$ cat src/sv/medf_pkg.sv
`default_nettype none

package medf_pkg;

    localparam int TIME_W      = 31;
    localparam int VALUE_W     = 32;
    localparam int QUEUE_DEPTH = 4;

    typedef logic [TIME_W-1:0]         time_val_t;
    typedef logic signed [VALUE_W-1:0] value_t;

    typedef struct packed {
        time_val_t sample_time;
        value_t    sample_value;
        logic      last_sample;
    } in_word_t;

    typedef struct packed {
        time_val_t median_time;
        value_t    median_value;
        logic      series_end;
    } out_word_t;

endpackage

`default_nettype wire

$ cat src/sv/medf_front.sv
`default_nettype none

module medf_front #(
    parameter int WINDOW_SIZE = 5
) (
    input  logic                                    clk,
    input  logic                                    rst_n,
    input  logic                                    sample_valid,
    output logic                                    sample_stall,
    input  medf_pkg::in_word_t                      sample,
    input  logic                                    queue_full,
    output logic                                    push,
    output medf_pkg::value_t [WINDOW_SIZE-1:0]      push_values,
    output medf_pkg::time_val_t                     push_time,
    output logic                                    push_end
);
    import medf_pkg::*;

    localparam int HIST_DEPTH = WINDOW_SIZE - 1;
    localparam int TIME_DEPTH = (WINDOW_SIZE - 1) / 2;
    localparam int FILL_W     = $clog2(HIST_DEPTH + 1);

    value_t              hist_reg [HIST_DEPTH];
    time_val_t           time_hist_reg [TIME_DEPTH];
    logic [FILL_W-1:0]   fill_reg;
    logic [FILL_W-1:0]   fill_next;
    logic                accept;
    logic                window_full;

    assign sample_stall = queue_full;
    assign accept       = sample_valid && !queue_full;
    assign window_full  = (fill_reg == FILL_W'(HIST_DEPTH));
    assign push         = accept && window_full;
    assign push_time    = time_hist_reg[0];
    assign push_end     = sample.last_sample;

    always_comb
    begin
        for (int i = 0; i < HIST_DEPTH; i++)
        begin
            push_values[i] = hist_reg[i];
        end
        push_values[HIST_DEPTH] = sample.sample_value;
    end

    always_comb
    begin
        fill_next = fill_reg;
        if (accept)
        begin
            if (sample.last_sample)
            begin
                fill_next = '0;
            end
            else if (!window_full)
            begin
                fill_next = fill_reg + 1'b1;
            end
        end
    end

    always_ff @(posedge clk or negedge rst_n)
    begin
        if (!rst_n)
        begin
            fill_reg <= '0;
        end
        else
        begin
            fill_reg <= fill_next;
        end
    end

    // The history is fully rewritten before a window is formed, so it needs no clearing.
    always_ff @(posedge clk)
    begin
        if (accept)
        begin
            for (int i = 0; i < HIST_DEPTH - 1; i++)
            begin
                hist_reg[i] <= hist_reg[i+1];
            end
            hist_reg[HIST_DEPTH-1] <= sample.sample_value;
            for (int i = 0; i < TIME_DEPTH - 1; i++)
            begin
                time_hist_reg[i] <= time_hist_reg[i+1];
            end
            time_hist_reg[TIME_DEPTH-1] <= sample.sample_time;
        end
    end

endmodule

`default_nettype wire

$ cat src/sv/medf_queue.sv
`default_nettype none

module medf_queue #(
    parameter int ENTRY_W = 193
) (
    input  logic               clk,
    input  logic               rst_n,
    input  logic               push,
    input  logic [ENTRY_W-1:0] push_data,
    output logic               full,
    input  logic               pop,
    output logic [ENTRY_W-1:0] pop_data,
    output logic               empty
);
    import medf_pkg::*;

    localparam int AW = $clog2(QUEUE_DEPTH);

    logic [ENTRY_W-1:0] mem_reg [QUEUE_DEPTH];
    logic [AW-1:0]      wr_ptr_reg;
    logic [AW-1:0]      rd_ptr_reg;
    logic [AW:0]        count_reg;
    logic [AW:0]        count_next;
    logic               do_push;
    logic               do_pop;

    assign full     = (count_reg == (AW+1)'(QUEUE_DEPTH));
    assign empty    = (count_reg == '0);
    assign do_push  = push && !full;
    assign do_pop   = pop && !empty;
    assign pop_data = mem_reg[rd_ptr_reg];

    always_comb
    begin
        count_next = count_reg;
        if (do_push && !do_pop)
        begin
            count_next = count_reg + 1'b1;
        end
        else if (do_pop && !do_push)
        begin
            count_next = count_reg - 1'b1;
        end
    end

    always_ff @(posedge clk or negedge rst_n)
    begin
        if (!rst_n)
        begin
            wr_ptr_reg <= '0;
            rd_ptr_reg <= '0;
            count_reg  <= '0;
        end
        else
        begin
            count_reg <= count_next;
            if (do_push)
            begin
                wr_ptr_reg <= wr_ptr_reg + 1'b1;
            end
            if (do_pop)
            begin
                rd_ptr_reg <= rd_ptr_reg + 1'b1;
            end
        end
    end

    always_ff @(posedge clk)
    begin
        if (do_push)
        begin
            mem_reg[wr_ptr_reg] <= push_data;
        end
    end

endmodule

`default_nettype wire

$ cat src/sv/medf_sorter.sv
`default_nettype none

module medf_sorter #(
    parameter int WINDOW_SIZE = 5
) (
    input  logic                                    clk,
    input  logic                                    rst_n,
    input  logic                                    queue_empty,
    input  medf_pkg::value_t [WINDOW_SIZE-1:0]      pop_values,
    input  medf_pkg::time_val_t                     pop_time,
    input  logic                                    pop_end,
    output logic                                    pop,
    output logic                                    median_valid,
    input  logic                                    median_stall,
    output medf_pkg::out_word_t                     median
);
    import medf_pkg::*;

    localparam int N = WINDOW_SIZE;

    logic [N:0]             valid_reg;
    value_t [N-1:0]         stage_vals_reg [N+1];
    time_val_t              stage_time_reg [N+1];
    logic [N:0]             stage_end_reg;
    value_t [N-1:0]         swap_vals [N];
    logic                   advance;

    // The whole pass pipeline freezes while the final word waits at the output.
    assign advance      = !(valid_reg[N] && median_stall);
    assign pop          = advance && !queue_empty;
    assign median_valid = valid_reg[N];

    assign median.median_time  = stage_time_reg[N];
    assign median.median_value = stage_vals_reg[N][N/2];
    assign median.series_end   = stage_end_reg[N];

    always_ff @(posedge clk or negedge rst_n)
    begin
        if (!rst_n)
        begin
            valid_reg <= '0;
        end
        else if (advance)
        begin
            valid_reg <= {valid_reg[N-1:0], pop};
        end
    end

    always_ff @(posedge clk)
    begin
        if (advance)
        begin
            stage_vals_reg[0] <= pop_values;
            stage_time_reg[0] <= pop_time;
            stage_end_reg[0]  <= pop_end;
            for (int k = 0; k < N; k++)
            begin
                stage_time_reg[k+1] <= stage_time_reg[k];
                stage_end_reg[k+1]  <= stage_end_reg[k];
            end
        end
    end

    // Odd-even transposition: pass k compares neighbor pairs starting at k mod 2.
    for (genvar k = 0; k < N; k++)
    begin : g_pass
        always_comb
        begin
            swap_vals[k] = stage_vals_reg[k];
            for (int j = k % 2; j + 1 < N; j += 2)
            begin
                if ($signed(stage_vals_reg[k][j]) > $signed(stage_vals_reg[k][j+1]))
                begin
                    swap_vals[k][j]   = stage_vals_reg[k][j+1];
                    swap_vals[k][j+1] = stage_vals_reg[k][j];
                end
            end
        end

        always_ff @(posedge clk)
        begin
            if (advance)
            begin
                stage_vals_reg[k+1] <= swap_vals[k];
            end
        end
    end

endmodule

`default_nettype wire

$ cat src/sv/median_of_five_filter.sv
// A sample word that completes a window is queued, then popped into the compare-swap pipeline.
// Throughput: one sample word per cycle while the output is not stalled.
// Rate is set by the WINDOW_SIZE-stage compare-swap pipeline and a four-entry window queue before it.
// Reset: rst_n clears the fill count, queue pointers and pipeline valid bits at once.
// A series is cleared after the sample word that carries the last-sample mark.
`default_nettype none

module median_of_five_filter #(
    parameter int WINDOW_SIZE = 5
) (
    input  logic                clk,
    input  logic                rst_n,
    input  logic                sample_valid,
    output logic                sample_stall,
    input  medf_pkg::in_word_t  sample,
    output logic                median_valid,
    input  logic                median_stall,
    output medf_pkg::out_word_t median
);
    import medf_pkg::*;

    localparam int ENTRY_W = WINDOW_SIZE * VALUE_W + TIME_W + 1;

    logic                         push;
    logic                         queue_full;
    value_t [WINDOW_SIZE-1:0]     push_values;
    time_val_t                    push_time;
    logic                         push_end;
    logic [ENTRY_W-1:0]           push_data;
    logic [ENTRY_W-1:0]           pop_data;
    logic                         pop;
    logic                         queue_empty;
    value_t [WINDOW_SIZE-1:0]     pop_values;
    time_val_t                    pop_time;
    logic                         pop_end;

    assign push_data = {push_end, push_time, push_values};
    assign {pop_end, pop_time, pop_values} = pop_data;

    medf_front #(
        .WINDOW_SIZE (WINDOW_SIZE)
    ) u_front (
        .clk          (clk),
        .rst_n        (rst_n),
        .sample_valid (sample_valid),
        .sample_stall (sample_stall),
        .sample       (sample),
        .queue_full   (queue_full),
        .push         (push),
        .push_values  (push_values),
        .push_time    (push_time),
        .push_end     (push_end)
    );

    medf_queue #(
        .ENTRY_W (ENTRY_W)
    ) u_queue (
        .clk       (clk),
        .rst_n     (rst_n),
        .push      (push),
        .push_data (push_data),
        .full      (queue_full),
        .pop       (pop),
        .pop_data  (pop_data),
        .empty     (queue_empty)
    );

    medf_sorter #(
        .WINDOW_SIZE (WINDOW_SIZE)
    ) u_sorter (
        .clk          (clk),
        .rst_n        (rst_n),
        .queue_empty  (queue_empty),
        .pop_values   (pop_values),
        .pop_time     (pop_time),
        .pop_end      (pop_end),
        .pop          (pop),
        .median_valid (median_valid),
        .median_stall (median_stall),
        .median       (median)
    );

endmodule

`default_nettype wire

$ cat config.mk
export PLATFORM = sky130hd
export DESIGN_NAME = median_of_five_filter
export DESIGN_NICKNAME = d
export VERILOG_FILES = /design/src/sv/medf_pkg.sv /design/src/sv/medf_front.sv /design/src/sv/medf_queue.sv /design/src/sv/medf_sorter.sv /design/src/sv/median_of_five_filter.sv
export SDC_FILE = /design/constraint.sdc
export NUM_CORES = 2
export LEC_CHECK = 0
export ABC_AREA = 1
export BUFFER_PORTS_ARGS = -buffer_cell sky130_fd_sc_hd__buf_4
export CAP_MARGIN = 20
export CELL_PAD_IN_SITES_DETAIL_PLACEMENT = 0
export CELL_PAD_IN_SITES_GLOBAL_PLACEMENT = 1
export CORE_AREA = 2 2 460 508
export DETAILED_ROUTE_END_ITERATION = 12
export DIE_AREA = 0 0 462 510
export HOLD_SLACK_MARGIN = 0.12
export PLACE_DENSITY = 0.61
export SYNTH_ARGS = -nofsm -noshare
export SYNTH_HDL_FRONTEND = slang
export SYNTH_HIERARCHICAL = 1
export SYNTH_SLANG_ARGS = --single-unit
$ cat constraint.sdc
create_clock -name clk -period 39.2 [get_ports clk]
set_input_delay 0 -clock clk [delete_from_list [all_inputs] [get_ports clk]]
set_output_delay 0 -clock clk [all_outputs]
set_load 0.01 [all_outputs]
# After elaboration in Yosys (flattened, before gate mapping)
# Memories as Yosys holds them, arrays and structs flattened.
# Cells that the tools add are included.
# op_classes
magnitude_cmp,10
muxes,19
addsub,5
multipliers,0
div,0
n_shift,0
n_eq_ne,3
bitwise,0
reduce_logical,16
# ops
operator,count
64-bit 2-to-1 mux,10
32-bit greater-than comparator,10
3-bit 2-to-1 mux,4
1-bit logical AND,8
3-bit by 1-bit adder with 3-bit output (second input constant),2
3-bit equality test (second input constant),2
1-bit zero test,5
1-bit 2-to-1 mux,5
2-bit by 1-bit adder with 2-bit output (second input constant),2
3-bit zero test,1
3-bit by 1-bit subtractor with 3-bit output (second input constant),1
2-bit != test (second input constant),1
2-bit AND reduction,1
2-bit nonzero test,1
# word_totals
mem_bits_rw,2104
romBits,0
wordCells,64
latchBits,0
n_memories,5
register_bits,22
# mem_list
name,words,word_bits,read_ports,rd_clocked_by_memory_dff,write_ports,line_no,text
u_sorter.stage_vals_reg,6,160,6,0,6,medf_sorter.sv:22,value_t [N-1:0] stage_vals_reg [N+1];
u_queue.mem_reg,4,192,1,0,1,medf_queue.sv:19,logic [ENTRY_W-1:0] mem_reg [QUEUE_DEPTH];
u_sorter.stage_time_reg,6,31,6,0,6,medf_sorter.sv:23,time_val_t stage_time_reg [N+1];
u_front.hist_reg,4,32,4,0,4,medf_front.sv:23,value_t hist_reg [HIST_DEPTH];
u_front.time_hist_reg,2,31,2,0,2,medf_front.sv:24,time_val_t time_hist_reg [TIME_DEPTH];

# Logic depth before layout (Yosys ltp)
# logic_depth
depth_word,9
ltp_mapped,18
ltp_nobuf,17

# Modules after synthesis
# The synthesis kept the hierarchy.
# modules_own_cells
mod,area_each_um2,n_inst,seq_area_each_um2,cells_per_inst
medf_sorter,42951.2,1,27055.9,3771
medf_queue,30882.1,1,23237.3,2302
medf_front,6397.4,1,5780.5,284

# Least setup slack after synthesis
# No wires, ideal clock.
# synth_timing
path_kind,register to register
from,register u_sorter.valid_reg[5]
to,register u_queue.count_reg[1]
arrival_ns,23.038
slack_ns,16.035
path_stages_with_launch,10
synth_period_minus_slack_ns,23.165
required_ns,39.074
cell_sequence,dfrtp_1 -> nand2_1 -> inv_1 -> nor2_1 -> nand2_1 -> ha_1 -> inv_1 -> fa_1 -> nand2_1 -> o21ai_0
# synth_between
elab_chain_len,7
elab_cells_between_ends,9
# synth_rtl
item,line_no,text
"start, declared",medf_sorter.sv:21,logic [N:0] valid_reg;
"start signal, assigned",medf_sorter.sv:45,"valid_reg <= {valid_reg[N-1:0], pop};"
1-bit logical AND,medf_sorter.sv:29,assign advance = !(valid_reg[N] && median_stall);
1-bit zero test,medf_sorter.sv:29,
1-bit logical AND,medf_sorter.sv:30,assign pop = advance && !queue_empty;
net pop,median_of_five_filter.sv:31,logic pop;
1-bit logical AND,medf_queue.sv:30,assign do_pop = pop && !empty;
1-bit zero test,medf_queue.sv:36,if (do_push && !do_pop)
1-bit logical AND,medf_queue.sv:36,
3-bit 2-to-1 mux,medf_queue.sv:36,
net u_queue.count_next[1],medf_queue.sv:23,logic [AW:0] count_next;
"end signal, assigned",medf_queue.sv:56,count_reg <= count_next;
"end, declared",medf_queue.sv:22,logic [AW:0] count_reg;
# The timed path passes the listed nets, and every way through them passes these cells.
# A chain may end at the register's enable or synchronous reset.

# Worst setup path after layout
# layout_timing
from,register u_queue.count_reg[0]
to,"memory u_queue/mem_reg[0][112] in the netlist's numbering, enable pin"
# layout_between
elab_chain_len,7
# layout_rtl
item,line_no,text
3-bit equality test,medf_queue.sv:27,assign full = (count_reg == (AW+1)'(QUEUE_DEPTH));
1-bit zero test,medf_front.sv:31,assign accept = sample_valid && !queue_full;
1-bit logical AND,medf_front.sv:31,
1-bit logical AND,medf_front.sv:33,assign push = accept && window_full;
net push,median_of_five_filter.sv:24,logic push;
1-bit logical AND,medf_queue.sv:29,assign do_push = push && !full;
1-bit 2-to-1 mux,medf_queue.sv:70,if (do_push)
1-bit 2-to-1 mux (not written as such),medf_queue.sv:72,mem_reg[wr_ptr_reg] <= push_data;
"end, declared",medf_queue.sv:19,
# The timed path passes the listed nets, and every way through them passes these cells.

==> metrics.cfg <==
[sta]
finalCritPeriodShare=0.115
setup_viol=0
hold_viol_final=0
final_max_slew_viol_count=0
finalWorstSetupSlack_ns=34.69
fin_tns_setup_ns=0
slew_headroom=0.242
finalClockSkew_ns=0.0670
period_minus_slack_ns=4.51
grt_setup_unrepaired=no
fmax_mhz=222
worst_pin_slew_ns=1.14

[global_routing]
grt_pass1_vias=44200
grt_max_degree=184
gr-usage-all-layers=0.157
antenna_found_initial=16
grt_first_pass_wirelength_um=281000
overflow=0

[synthesis]
yosysWarnings=6
yosys.area_share.simple=0.134
synth_top_family_by_area=simple AND/OR/NAND/NOR gates
synth-compound-area-share=0.0475
synth-adder-area-share=0.0463
syn_inst=6357
synth-xor-area-share=0.000109
yosys.area.top_type=edfxtp_1
muxShareOfSynthArea=0
synth_top_area_frac=0.694
ys_ff_latch=1870
synth_nets=6721
synth.distinct_cells=37
syn-mean-instance-area_um2=12.6
synth_area_leaders=edfxtp_1 69%, nand2_1 8.6%, ha_1 4.6%, inv_1 3.7%, nand4_1 3.7%
synth_area_mm2=0.0802
yosysSeqAreaShare=0.699

[worst_setup_path]
r2r_cells=11
max_stage_delay_ns=0.93
crit_type=flop to flop
rr_startpoint=u_queue/count_reg[0]
rr_endpoint=u_queue/mem_reg[0][112]
rrSetupSlack_ns=34.69
path_delay_family=buffers and inverters
startpoint_type=flop
cp.required_ns=39.65
crit_buf_inv=6
crit_path_top_delay_cell=buf_4
path_cells=inv_1 -> nand3_1 -> inv_1 -> inv_1 -> nand2_1 -> nor2_1 -> nand2_1 -> nor2_4 -> buf_4 -> buf_4 -> buf_4
crit_path_max_fanout=61
crit_path_end_kind=flop
cp_data_arrival_time_ns=4.97

[floorplanning]
start_util=0.348
io_pins=134
core_mm2=0.230
die_h_um=510
rows=185
die-area_mm2=0.236
fp.dieW_um=462

[route]
wl_um=186000
vias=45900
drtIter0Drc=3200
drtAntennaViolNets=0
vias_per_cell=4.72
drc=0
firstDrtPassIters=5
avgRoutedWirePerCell_um=19.0

[final_layout]
syn2layout_area_growth_pct=12.3
drive_gt1_frac=0.0774
fillCellCount=21700
nets=6863
fin_area_mm2=0.0901
largest_reg_flops=768
final_core_utilization=0.391

[place]
dp_hpwl_um=123000
gp_congestion=0.883
dp_slack_ns=34.63
placed_cell_area_mm2=0.0827
port_buffers=133

[clock_tree]
h-tree-depth=4
cts-buffers-inserted=188
ctsResizeCount=0
cts_tree=done
cts_sinks=1870
clockBufferDepth=3
path_clk_slew_ns=0.06
cts_root_buf=clkbuf_16
clk_latency_ns=0.85

[worst_hold_path]
hold_start=sample_valid
hold_depth=6
hold_path_class=input port to flop
hold_end=u_front/fill_reg[2]

[flow_run]
cap_violations=0

[pwr]
peakVddDrop_uv=80.3
p_leak_nw=36.4
power_density_mw_per_mm2=94.4
finalPower_mw=8.51

[status]
outcome=finished, final reports clean

-- report_power, final --
group / internal, mW / switching [mW] / total [mW]
logic: 0.936 / 2.10 / 3.04
registers: 3.20 / 0.517 / 3.72
clock network: 0.982 / 0.768 / 1.75
-- final cells by class --
type | count | area (um^2) | area share
inverter | 793 | 3000 | 0.0333
timing repair buffer | 329 | 2810 | 0.0312
tap | 3085 | 3860 | 0.0428
sequential | 1870 | 56100 | 0.622
multi-input combinational | 3317 | 18300 | 0.203
clock buffer | 231 | 4890 | 0.0542
antenna | 2 | 5.00 | 0.0000555
clock inverter | 112 | 1190 | 0.0133
-- kinds of logic after synthesis --
group,after synthesis
AND/OR/NAND/NOR,2466
adder cells (fa/ha/maj),296
XOR/XNOR,1
AO/OA/AOI/OAI,554
flip-flops,1870
buffers and inverters,1170
-- timing repair --
item / 4_1_cts / 5_1_grt
hold buffers: 132 / 0
setup buffers: 0 / 0
setup endpoints to repair: 0 / 0
endpoints found under the hold margin: 347 / 0
-- cells in the mapped netlist --
master    number
clkbuf_4       4
nor2_1        96
nand2_2       14
o21bai_1       3
buf_6         92
o21ai_0       24
a21oi_2        1
a21o_1        12
inv_1        791
nand3b_1       1
a21oi_1      117
inv_2          2
nand3_1       24
nor3b_2        3
o211ai_1     384
ha_1         295
fa_1           1
xnor2_1        1
clkbuf_1      61
dfrtp_1       16
nor3_2         1
nor2_2         3
buf_2         91
o21a_1        12
and3_1         1
o21ai_2        1
buf_8          9
nand3_2       13
edfxtp_1    1854
buf_4        108
buf_12        12
nand3_4        5
nand4_1      473
nand4_2        1
nand2_1     1828
nor3_1         2
nor4_1         1
-- per-stage QoR --
stage | cells | hold slack, ns
CTS | 9737 | 0.132
global placement | 9262 | -0.112
floorplan | 6357 | -0.296
detailed placement | 9262 | -0.113
finish | 9739 | 0.218
global route | 9739 | 0.237
-- worst max path at each step --
stage                          start                       to  cells after the start
5_1_grt         u_queue/count_reg[0]  u_queue/mem_reg[0][147]                     11
3_3_place_gp    u_queue/count_reg[0]  u_queue/mem_reg[0][150]                     11
2_1_floorplan  u_sorter/valid_reg[5]     u_queue/count_reg[1]                      9
6_report        u_queue/count_reg[0]  u_queue/mem_reg[0][112]                     11
4_1_cts         u_queue/count_reg[0]  u_queue/mem_reg[0][146]                     11
3_5_place_dp    u_queue/count_reg[0]  u_queue/mem_reg[0][151]                     11
-- worst reg2reg max path, cell delays in order, from the launching register on --
cell and delay, ns:
dfrtp_1 0.40, inv_1 0.09, nand3_1 0.14, inv_1 0.08
inv_1 0.05, nand2_1 0.14, nor2_1 0.21, nand2_1 0.31
nor2_4 0.18, buf_4 0.62, buf_4 0.84, buf_4 1.03
-- layout by cell type (no fill, tap or decap), types with 4 or more instances in the layout --
cell type      count
a21o_1            12
inv_6              4
dlygate4sd3_1    132
nand3_1           24
nand4_1          473
clkinvlp_4         6
clkbuf_16        188
edfxtp_1        1854
nor2_4             4
inv_1            789
o21a_1            12
o211ai_1         384
a21oi_1          117
clkbuf_1          41
nand3_2           13
buf_4            196
nand3_4            5
nor2_1            92
clkinv_1          39
dfrtp_1           15
ha_1             295
nand2_2           17
o21ai_0           24
clkinv_16         10
bufinv_16         13
nand2_1         1824
clkinv_2          32
-- per-layer routing --
| layer | wire length [um] | part of all wire | track usage | up-vias |
|---|---|---|---|---|
| met3 | 6350 | 0.034 | 0.0198 | 264 |
| met5 | 0 | 0 | 0 | - |
| met1 | 86000 | 0.46 | 0.217 | 22300 |
| met4 | 5100 | 0.027 | 0.0494 | 0 |
| met2 | 88100 | 0.47 | 0.258 | 778 |
| li1 | - | - | - | 22600 |
Power figures use the tool's default switching activity.
